===== config.mk =====
export PLATFORM = sky130hd
export DESIGN_NAME = wall_floor_detect_and_turn_pick
export DESIGN_NICKNAME = d
export VERILOG_FILES = /design/src/wfdt_pkg.sv /design/src/wfdt_lane.sv /design/src/wfdt_merge.sv /design/src/wall_floor_detect_and_turn_pick.sv
export SDC_FILE = /design/constraint.sdc
export NUM_CORES = 1
export LEC_CHECK = 0
export ABC_AREA = 1
export BUFFER_PORTS_ARGS = -buffer_cell sky130_fd_sc_hd__buf_2
export CORE_AREA = 10 10 217 157
export CTS_CLUSTER_SIZE = 24
export DETAILED_ROUTE_END_ITERATION = 10
export DIE_AREA = 0 0 227 167
export PLACE_DENSITY = 0.78
export SYNTH_ARGS = -nofsm -noshare
export SYNTH_HDL_FRONTEND = slang
export SYNTH_HIERARCHICAL = 1
export SYNTH_SLANG_ARGS = --single-unit
export TNS_END_PERCENT = 1

===== constraint.sdc =====
create_clock -name clock -period 9.1 [get_ports clock]
set_clock_uncertainty 0.05 [all_clocks]
set_input_delay 1.82 -clock clock [delete_from_list [all_inputs] [get_ports clock]]
set_output_delay 1.82 -clock clock [all_outputs]
set_load 0.01 [all_outputs]

===== src/wfdt_pkg.sv =====
// wfdt_pkg: shared types, register indexes, direction and recommendation codes
// and the small modulo-three helper for the wall/floor detect and turn pick block.
// No dependencies.
package wfdt_pkg;

   // configuration register indexes
   localparam logic [2:0] REG_FRONT_WALL_THR = 3'd0;
   localparam logic [2:0] REG_SIDE_WALL_THR  = 3'd1;
   localparam logic [2:0] REG_DIAG_WALL_THR  = 3'd2;
   localparam logic [2:0] REG_WALL_HYST      = 3'd3;
   localparam logic [2:0] REG_TAPE_THR       = 3'd4;
   localparam logic [2:0] REG_TAPE_HYST      = 3'd5;

   localparam int CsrIndexWidth = 3;
   localparam int CsrDataWidth  = 16;
   localparam int WallWidth     = 16;
   localparam int TapeWidth     = 12;

   // flag bit positions
   localparam int FLAG_FRONT  = 0;
   localparam int FLAG_LEFT   = 1;
   localparam int FLAG_RIGHT  = 2;
   localparam int FLAG_DLEFT  = 3;
   localparam int FLAG_DRIGHT = 4;
   localparam int FLAG_TFRONT = 5;
   localparam int FLAG_TREAR  = 6;
   localparam int NumFlags    = 7;

   // option mask bits
   localparam logic [3:0] OPT_BACK  = 4'b0001;
   localparam logic [3:0] OPT_FRONT = 4'b0010;
   localparam logic [3:0] OPT_RIGHT = 4'b0100;
   localparam logic [3:0] OPT_LEFT  = 4'b1000;

   // action codes
   localparam logic ACT_SENSE     = 1'b0;
   localparam logic ACT_RECOMMEND = 1'b1;

   // recommendation codes
   localparam logic [2:0] REC_NONE           = 3'd0;
   localparam logic [2:0] REC_BACK           = 3'd1;
   localparam logic [2:0] REC_SMOOTH_LEFT    = 3'd2;
   localparam logic [2:0] REC_SMOOTH_RIGHT   = 3'd3;
   localparam logic [2:0] REC_FRONT_NAV      = 3'd4;
   localparam logic [2:0] REC_FRONT_STRAIGHT = 3'd5;

   typedef logic [NumFlags-1:0] flags_type;

   // one result item
   typedef struct packed {
      flags_type  flags;
      logic [3:0] option_mask;
      logic [1:0] option_count;
      logic [2:0] recommendation;
   } result_type;

   // 32-bit value modulo three: 4 == 1 (mod 3), so base-4 digits are summed
   function automatic logic [1:0] mod3_32(input logic [31:0] value);
      logic [5:0] sum1;
      logic [3:0] sum2;
      logic [2:0] sum3;
      logic [2:0] rem;
      sum1 = '0;
      for (int i = 0; i < 16; i++) begin
         sum1 = sum1 + {4'd0, value[2*i +: 2]};
      end
      sum2 = {2'd0, sum1[5:4]} + {2'd0, sum1[3:2]} + {2'd0, sum1[1:0]};
      sum3 = {1'b0, sum2[3:2]} + {1'b0, sum2[1:0]};
      rem  = (sum3 >= 3'd3) ? (sum3 - 3'd3) : sum3;
      return rem[1:0];
   endfunction

endpackage


===== src/wfdt_lane.sv =====
// wfdt_lane: one hysteresis comparator lane, set below threshold and
// released at threshold plus hysteresis. No package dependency.
module wfdt_lane #(
   parameter int WIDTH = 16
) (
   input  logic [WIDTH-1:0] level,
   input  logic [WIDTH-1:0] threshold,
   input  logic [WIDTH-1:0] hysteresis,
   input  logic             was_set,
   output logic             below
);

   logic [WIDTH:0] release_level;
   logic [WIDTH:0] compare_level;

   // release level one bit wider so it never wraps
   assign release_level = {1'b0, threshold} + {1'b0, hysteresis};
   assign compare_level = was_set ? release_level : {1'b0, threshold};
   assign below         = ({1'b0, level} < compare_level);

endmodule


===== src/wfdt_merge.sv =====
// wfdt_merge: combines the lane results into the new flags, builds the
// option mask and picks a turn. Depends on wfdt_pkg.
module wfdt_merge (
   input  logic                action,
   input  logic [7:0]          lane_below,
   input  wfdt_pkg::flags_type flags_cur,
   input  logic [31:0]         random_word,
   output wfdt_pkg::flags_type flags_next,
   output wfdt_pkg::result_type result
);
   import wfdt_pkg::*;

   flags_type  sensed;
   logic       free_front;
   logic       free_right;
   logic       free_left;
   logic [1:0] count;
   logic [1:0] pick;
   logic [1:0] right_pos;
   logic [2:0] rec;

   // lanes 0 and 1 are the two front sensors, both must see the wall
   always_comb begin
      sensed              = '0;
      sensed[FLAG_FRONT]  = lane_below[0] & lane_below[1];
      sensed[FLAG_LEFT]   = lane_below[2];
      sensed[FLAG_RIGHT]  = lane_below[3];
      sensed[FLAG_DLEFT]  = lane_below[4];
      sensed[FLAG_DRIGHT] = lane_below[5];
      sensed[FLAG_TFRONT] = lane_below[6];
      sensed[FLAG_TREAR]  = lane_below[7];
   end

   assign flags_next = (action == ACT_SENSE) ? sensed : flags_cur;

   // free directions in pick order front, right, left
   assign free_front = ~flags_next[FLAG_FRONT];
   assign free_right = ~flags_next[FLAG_RIGHT];
   assign free_left  = ~flags_next[FLAG_LEFT];
   assign count      = {1'b0, free_front} + {1'b0, free_right} + {1'b0, free_left};
   assign right_pos  = {1'b0, free_front};

   // random word modulo count
   always_comb begin
      case (count)
         2'd2:    pick = {1'b0, random_word[0]};
         2'd3:    pick = mod3_32(random_word);
         default: pick = 2'd0;
      endcase
   end

   // map the picked list entry to a recommendation
   always_comb begin
      if (action == ACT_SENSE) begin
         rec = REC_NONE;
      end else if (count == 2'd0) begin
         rec = REC_BACK;
      end else if (free_front && (pick == 2'd0)) begin
         rec = (flags_next[FLAG_LEFT] | flags_next[FLAG_RIGHT]) ?
               REC_FRONT_NAV : REC_FRONT_STRAIGHT;
      end else if (free_right && (pick == right_pos)) begin
         rec = REC_SMOOTH_RIGHT;
      end else begin
         rec = REC_SMOOTH_LEFT;
      end
   end

   assign result.flags          = flags_next;
   assign result.option_mask    = OPT_BACK | (free_front ? OPT_FRONT : 4'b0000)
                                  | (free_right ? OPT_RIGHT : 4'b0000)
                                  | (free_left ? OPT_LEFT : 4'b0000);
   assign result.option_count   = count;
   assign result.recommendation = rec;

endmodule


===== src/wall_floor_detect_and_turn_pick.sv =====
// wall_floor_detect_and_turn_pick: eight comparator lanes, a merge stage,
// the flag register and the output register. Depends on wfdt_pkg, wfdt_lane,
// wfdt_merge.
// An input transfer sets rsp_valid in the following cycle.
// Throughput: one item per cycle while rsp_stall is low, set by the single
// output register, which is refilled in the cycle it is taken.
// Reset: clears all detection flags and the output valid, and loads the
// threshold registers with 150, 120, 150, 20, 1500 and 200.
module wall_floor_detect_and_turn_pick (
   input  logic        clock,
   input  logic        reset,
   // configuration writes
   input  logic        csr_valid,
   output logic        csr_ready,
   input  logic [wfdt_pkg::CsrIndexWidth-1:0] csr_index,
   input  logic [wfdt_pkg::CsrDataWidth-1:0]  csr_wdata,
   // input items
   input  logic        req_valid,
   output logic        req_stall,
   input  logic        req_action,
   input  logic [15:0] req_front_left_mm,
   input  logic [15:0] req_front_right_mm,
   input  logic [15:0] req_left_side_mm,
   input  logic [15:0] req_right_side_mm,
   input  logic [15:0] req_left_diag_mm,
   input  logic [15:0] req_right_diag_mm,
   input  logic [11:0] req_floor_front_level,
   input  logic [11:0] req_floor_rear_level,
   input  logic [31:0] req_random_word,
   // result items
   output logic        rsp_valid,
   input  logic        rsp_stall,
   output logic        rsp_wall_ahead,
   output logic        rsp_wall_on_left,
   output logic        rsp_wall_on_right,
   output logic        rsp_left_diag_wall,
   output logic        rsp_right_diag_wall,
   output logic        rsp_tape_front,
   output logic        rsp_tape_rear,
   output logic [3:0]  rsp_option_mask,
   output logic [1:0]  rsp_option_count,
   output logic [2:0]  rsp_recommendation
);
   import wfdt_pkg::*;

   logic [WallWidth-1:0] front_thr_ff, front_thr_in;
   logic [WallWidth-1:0] side_thr_ff, side_thr_in;
   logic [WallWidth-1:0] diag_thr_ff, diag_thr_in;
   logic [WallWidth-1:0] wall_hyst_ff, wall_hyst_in;
   logic [TapeWidth-1:0] tape_thr_ff, tape_thr_in;
   logic [TapeWidth-1:0] tape_hyst_ff, tape_hyst_in;

   flags_type  flags_ff, flags_in;
   flags_type  flags_next;
   logic       rsp_valid_ff, rsp_valid_in;
   result_type rsp_data_ff, rsp_data_in;
   result_type result;
   logic [7:0] lane_below;
   logic       csr_write;
   logic       req_xfer;

   // configuration register writes, always ready
   assign csr_ready = 1'b1;
   assign csr_write = csr_valid & csr_ready;

   always_comb begin
      front_thr_in = front_thr_ff;
      side_thr_in  = side_thr_ff;
      diag_thr_in  = diag_thr_ff;
      wall_hyst_in = wall_hyst_ff;
      tape_thr_in  = tape_thr_ff;
      tape_hyst_in = tape_hyst_ff;
      if (csr_write) begin
         unique case (csr_index)
            REG_FRONT_WALL_THR: front_thr_in = csr_wdata;
            REG_SIDE_WALL_THR:  side_thr_in  = csr_wdata;
            REG_DIAG_WALL_THR:  diag_thr_in  = csr_wdata;
            REG_WALL_HYST:      wall_hyst_in = csr_wdata;
            REG_TAPE_THR:       tape_thr_in  = csr_wdata[TapeWidth-1:0];
            REG_TAPE_HYST:      tape_hyst_in = csr_wdata[TapeWidth-1:0];
            default: ;
         endcase
      end
   end

   // comparator lanes, front pair shares the front flag
   wfdt_lane #(.WIDTH(WallWidth)) u_lane_fl (
      .level(req_front_left_mm), .threshold(front_thr_ff), .hysteresis(wall_hyst_ff),
      .was_set(flags_ff[FLAG_FRONT]), .below(lane_below[0]));
   wfdt_lane #(.WIDTH(WallWidth)) u_lane_fr (
      .level(req_front_right_mm), .threshold(front_thr_ff), .hysteresis(wall_hyst_ff),
      .was_set(flags_ff[FLAG_FRONT]), .below(lane_below[1]));
   wfdt_lane #(.WIDTH(WallWidth)) u_lane_ls (
      .level(req_left_side_mm), .threshold(side_thr_ff), .hysteresis(wall_hyst_ff),
      .was_set(flags_ff[FLAG_LEFT]), .below(lane_below[2]));
   wfdt_lane #(.WIDTH(WallWidth)) u_lane_rs (
      .level(req_right_side_mm), .threshold(side_thr_ff), .hysteresis(wall_hyst_ff),
      .was_set(flags_ff[FLAG_RIGHT]), .below(lane_below[3]));
   wfdt_lane #(.WIDTH(WallWidth)) u_lane_ld (
      .level(req_left_diag_mm), .threshold(diag_thr_ff), .hysteresis(wall_hyst_ff),
      .was_set(flags_ff[FLAG_DLEFT]), .below(lane_below[4]));
   wfdt_lane #(.WIDTH(WallWidth)) u_lane_rd (
      .level(req_right_diag_mm), .threshold(diag_thr_ff), .hysteresis(wall_hyst_ff),
      .was_set(flags_ff[FLAG_DRIGHT]), .below(lane_below[5]));
   wfdt_lane #(.WIDTH(TapeWidth)) u_lane_tf (
      .level(req_floor_front_level), .threshold(tape_thr_ff), .hysteresis(tape_hyst_ff),
      .was_set(flags_ff[FLAG_TFRONT]), .below(lane_below[6]));
   wfdt_lane #(.WIDTH(TapeWidth)) u_lane_tr (
      .level(req_floor_rear_level), .threshold(tape_thr_ff), .hysteresis(tape_hyst_ff),
      .was_set(flags_ff[FLAG_TREAR]), .below(lane_below[7]));

   // merge lanes, build options and pick
   wfdt_merge u_merge (
      .action(req_action),
      .lane_below(lane_below),
      .flags_cur(flags_ff),
      .random_word(req_random_word),
      .flags_next(flags_next),
      .result(result)
   );

   // input transfer whenever the output register is empty or being drained
   assign req_stall = rsp_valid_ff & rsp_stall;
   assign req_xfer  = req_valid & ~req_stall;

   always_comb begin
      flags_in     = flags_ff;
      rsp_valid_in = rsp_valid_ff;
      rsp_data_in  = rsp_data_ff;
      if (req_xfer) begin
         flags_in     = flags_next;
         rsp_valid_in = 1'b1;
         rsp_data_in  = result;
      end else if (rsp_valid_ff && !rsp_stall) begin
         rsp_valid_in = 1'b0;
      end
   end

   // control and configuration registers
   always_ff @(posedge clock) begin
      if (reset) begin
         front_thr_ff <= 16'd150;
         side_thr_ff  <= 16'd120;
         diag_thr_ff  <= 16'd150;
         wall_hyst_ff <= 16'd20;
         tape_thr_ff  <= 12'd1500;
         tape_hyst_ff <= 12'd200;
         flags_ff     <= '0;
         rsp_valid_ff <= 1'b0;
      end else begin
         front_thr_ff <= front_thr_in;
         side_thr_ff  <= side_thr_in;
         diag_thr_ff  <= diag_thr_in;
         wall_hyst_ff <= wall_hyst_in;
         tape_thr_ff  <= tape_thr_in;
         tape_hyst_ff <= tape_hyst_in;
         flags_ff     <= flags_in;
         rsp_valid_ff <= rsp_valid_in;
      end
   end

   // result payload register
   always_ff @(posedge clock) begin
      rsp_data_ff <= rsp_data_in;
   end

   assign rsp_valid           = rsp_valid_ff;
   assign rsp_wall_ahead      = rsp_data_ff.flags[FLAG_FRONT];
   assign rsp_wall_on_left    = rsp_data_ff.flags[FLAG_LEFT];
   assign rsp_wall_on_right   = rsp_data_ff.flags[FLAG_RIGHT];
   assign rsp_left_diag_wall  = rsp_data_ff.flags[FLAG_DLEFT];
   assign rsp_right_diag_wall = rsp_data_ff.flags[FLAG_DRIGHT];
   assign rsp_tape_front      = rsp_data_ff.flags[FLAG_TFRONT];
   assign rsp_tape_rear       = rsp_data_ff.flags[FLAG_TREAR];
   assign rsp_option_mask     = rsp_data_ff.option_mask;
   assign rsp_option_count    = rsp_data_ff.option_count;
   assign rsp_recommendation  = rsp_data_ff.recommendation;

endmodule


==> impl_metrics.env <==
export IMPL_slowest_stage="fa_1"
export IMPL_async_flop_share_pct=0
export IMPL_finalHoldViolCount=0
export IMPL_hp_start="flags_ff[1]"
export IMPL_synth_warnings=6
export IMPL_p_per_area_nw_per_um2=324.0
export IMPL_worst_pin_slew_ns=1.085
export IMPL_status="completed"
export IMPL_finalCritPeriodShare_pct=98.17
export IMPL_place_ws_ns=-0.2421
export IMPL_cp_end_kind="flop"
export IMPL_cpMostUsedCell="fa_1"
export IMPL_synth_seq_cells=112
export IMPL_path_clk_slew_ns=0.08
export IMPL_cp_required_ns=9.17
export IMPL_clock_path_buffers=2
export IMPL_drt_wl_total_mm=52.15
export IMPL_ir_worst_vdd_mv=4.149
export IMPL_met1_length_mm=23.96
export IMPL_r2r_worst_path_cells=30
export IMPL_drc_errors=0
export IMPL_numCtsBuffers=9
export IMPL_grt_antenna_before_repair=4
export IMPL_grt_pass1_vias=15910
export IMPL_ys_seq_area_share_pct=14.78
export IMPL_worstReg2RegStart="wall_hyst_ff[3]"
export IMPL_grt_max_degree=96
export IMPL_cts_tree="yes"
export IMPL_synth_largest_area_cell="ha_1"
export IMPL_synth_edf_count=16
export IMPL_setup_viol=0
export IMPL_hold_buffers=0
export IMPL_row_count=53
export IMPL_io_pins=196
export IMPL_place_hpwl_mm=42.28
export IMPL_placed_cells=3048
export IMPL_cap_violations=0
export IMPL_p_leak_nw=9.732
export IMPL_final_cell_mix="692 x nand2_1, 310 x inv_1, 269 x nor2_1"
export IMPL_coreArea_sq_um=29770
export IMPL_cts_sinks=112
export IMPL_gp_congestion=0.9440
export IMPL_rrSetupSlack_ns=3.79
export IMPL_cts_htree_levels=3
export IMPL_grt_pass1_wl_mm=81.99
export IMPL_cts_root_buffer="clkbuf_16"
export IMPL_max_freq_mhz=111.9
export IMPL_synth_top_area_share_pct=19.09
export IMPL_die_height_microns=167
export IMPL_grt_usage_pct=26.56
export IMPL_maxSlewViolCount=0
export IMPL_drt_iter0_drc=1782
export IMPL_place_area_sq_um=17360
export IMPL_cp_start_kind="input pin"
export IMPL_syn_avg_cell_area_sq_um=6.452
export IMPL_mappedNetlistNets=2982
export IMPL_path_class="in -> reg"
export IMPL_synthFlopType="dfxtp_1"
export IMPL_clk_latency_ns=0.36
export IMPL_die_area_sq_um=37910
export IMPL_final_area_sq_um=17780
export IMPL_final_cells=3068
export IMPL_areaGrowthSynthToFinish_pct=9.350
export IMPL_dr_pass1_iters=8
export IMPL_slew_headroom_pct=27.53
export IMPL_arrival_ns=9.00
export IMPL_vias=17020
export IMPL_layout_commonest_cell="nand2_1"
export IMPL_hold_path_end="flags_ff[1]"
export IMPL_netlist_area_sq_um=16260
export IMPL_wl_met3_mm=5.515
export IMPL_worstReg2RegEnd="rsp_recommendation[0]"
export IMPL_cp_max_fo=4
export IMPL_port_buffers=194
export IMPL_slowest_delay_ns=0.61
export IMPL_fin_tns_setup_ns=0
export IMPL_viasPerCell=5.546
export IMPL_syn_instance_count=2520
export IMPL_layout_drive_gt1_share_pct=14.14
export IMPL_synth_distinct_cells=52
export IMPL_synth_area_leaders="ha_1 19%, nand2_1 16%, dfxtp_1 12%, nand3_1 7.7%, inv_1 7.2%"
export IMPL_initial_core_util_pct=54.60
export IMPL_route_met2_wl_mm=21.54
export IMPL_holdPathStages=2
export IMPL_fin_crit_ns=8.934
export IMPL_die_x_microns=227
export IMPL_wl_per_cell_microns=17.00
export IMPL_hold_class="reg -> reg"
export IMPL_top_layer="met5"
export IMPL_ant_nets=0
export IMPL_fin_nets=3137
export IMPL_gr_total_overflow=0
export IMPL_fin_ws_ns=0.1663
-- flip-flops by register name (all words and copies together) (netlist names) --
| register | flops |
|---|---|
| rsp_right_diag_wall | 1 |
| flags_ff | 7 |
| wall_hyst_ff | 16 |
| front_thr_ff | 16 |
| rsp_wall_ahead | 1 |
| rsp_valid | 1 |
| rsp_recommendation | 3 |
| diag_thr_ff | 16 |
| rsp_wall_on_right | 1 |
| rsp_tape_front | 1 |
| rsp_option_count | 2 |
| rsp_left_diag_wall | 1 |
| tape_hyst_ff | 12 |
| side_thr_ff | 16 |
| tape_thr_ff | 12 |
| rsp_wall_on_left | 1 |
| rsp_option_mask | 4 |
| rsp_tape_rear | 1 |
-- per-layer routing --
layer,track usage [%],vias to the layer above
met5,0,-
li1,-,8512
met2,40.39,672
met4,5.405,2
met1,37.35,7754
met3,6.090,76
-- worst max-delay path by stage --
stage / slack (ns) / to / startpoint / cells past startpoint
after global routing: -0.07 / rsp_recommendation[0] / req_random_word[1] / 35
after CTS: 0.14 / rsp_recommendation[0] / req_random_word[1] / 32
after global placement: 0.03 / rsp_recommendation[0] / req_random_word[1] / 32
after floorplan: 0.34 / rsp_recommendation[0] / req_random_word[1] / 33
final: 0.17 / rsp_recommendation[0] / req_random_word[1] / 35
after detailed placement: -0.24 / rsp_recommendation[0] / req_random_word[1] / 32
-- critical path, delay by kind of cell --
| kind | cells | cell delay (ns) |
|---|---|---|
| adders and majority gates | 15 | 5.54 |
| and+or+nand+nor | 11 | 0.91 |
| buffers and inverters | 6 | 0.36 |
| AOI/OAI and AO/OA | 3 | 0.36 |
-- timing repair --
item / 4_1_cts / 5_1_grt
gates resized for setup: 0 / 11
buffers inserted: 0 / 1
endpoints found under the setup margin: 0 / 3
-- cell type report --
cell class / instances / area, sq um
repair buffers: 200 / 1016
fillers: 2913 / 12000
flip-flops and latches: 112 / 2402
multi-input cells: 2012 / 12240
clock inverters: 7 / 123.9
well taps: 385 / 481.7
diodes: 3 / 7.507
clock buffers: 9 / 225.2
inverters: 340 / 1284
-- cells in the mapped netlist, types with 15 or more instances --
library cell and instances:
edfxtp_1 16, nand3_1 250, a21oi_1 114, nand3b_1 15, o21bai_1 25, nand2_1 693
buf_4 19, inv_1 310, or2_2 29, o21ai_0 47, a21o_1 18, ha_1 248
a21oi_2 20, o21ai_1 19, nand2_2 27, mux2i_1 27, inv_2 26, xor2_1 34
nor3_1 38, dfxtp_1 96, fa_1 37, nor2_1 270
-- cell families after synthesis --
logic type                 count (synthesis)  share of synthesized area [%]
AOI/OAI and AO/OA                        299                          11.71
xor gates and xnor gates                  36                          1.939
adders and majority gates                285                          23.64
buffers and inverters                    396                          10.27
DFF                                      112                          14.78
muxes                                     27                          1.662
other                                      2                        0.04619
and+or+nand+nor                         1363                          35.96
-- per-stage QoR --
stage               power, mW  util [%]  hold slack [ns]
finish                  5.760     59.71           0.4406
CTS                     5.295     59.49           0.4401
global placement        4.419     58.31           0.4128
detailed placement      4.807     58.31           0.4221
global route            6.365     59.69           0.4695
floorplan               3.905         -           0.4087
-- where the power goes --
group / internal (mW) / switching, mW / leakage (nW) / total [mW]
logic: 1.88 / 2.80 / 8.62 / 4.67
clock network: 0.252 / 0.210 / 0.170 / 0.463
registers: 0.571 / 0.0539 / 0.939 / 0.625
No activity file was read; power rests on OpenSTA's default activity.
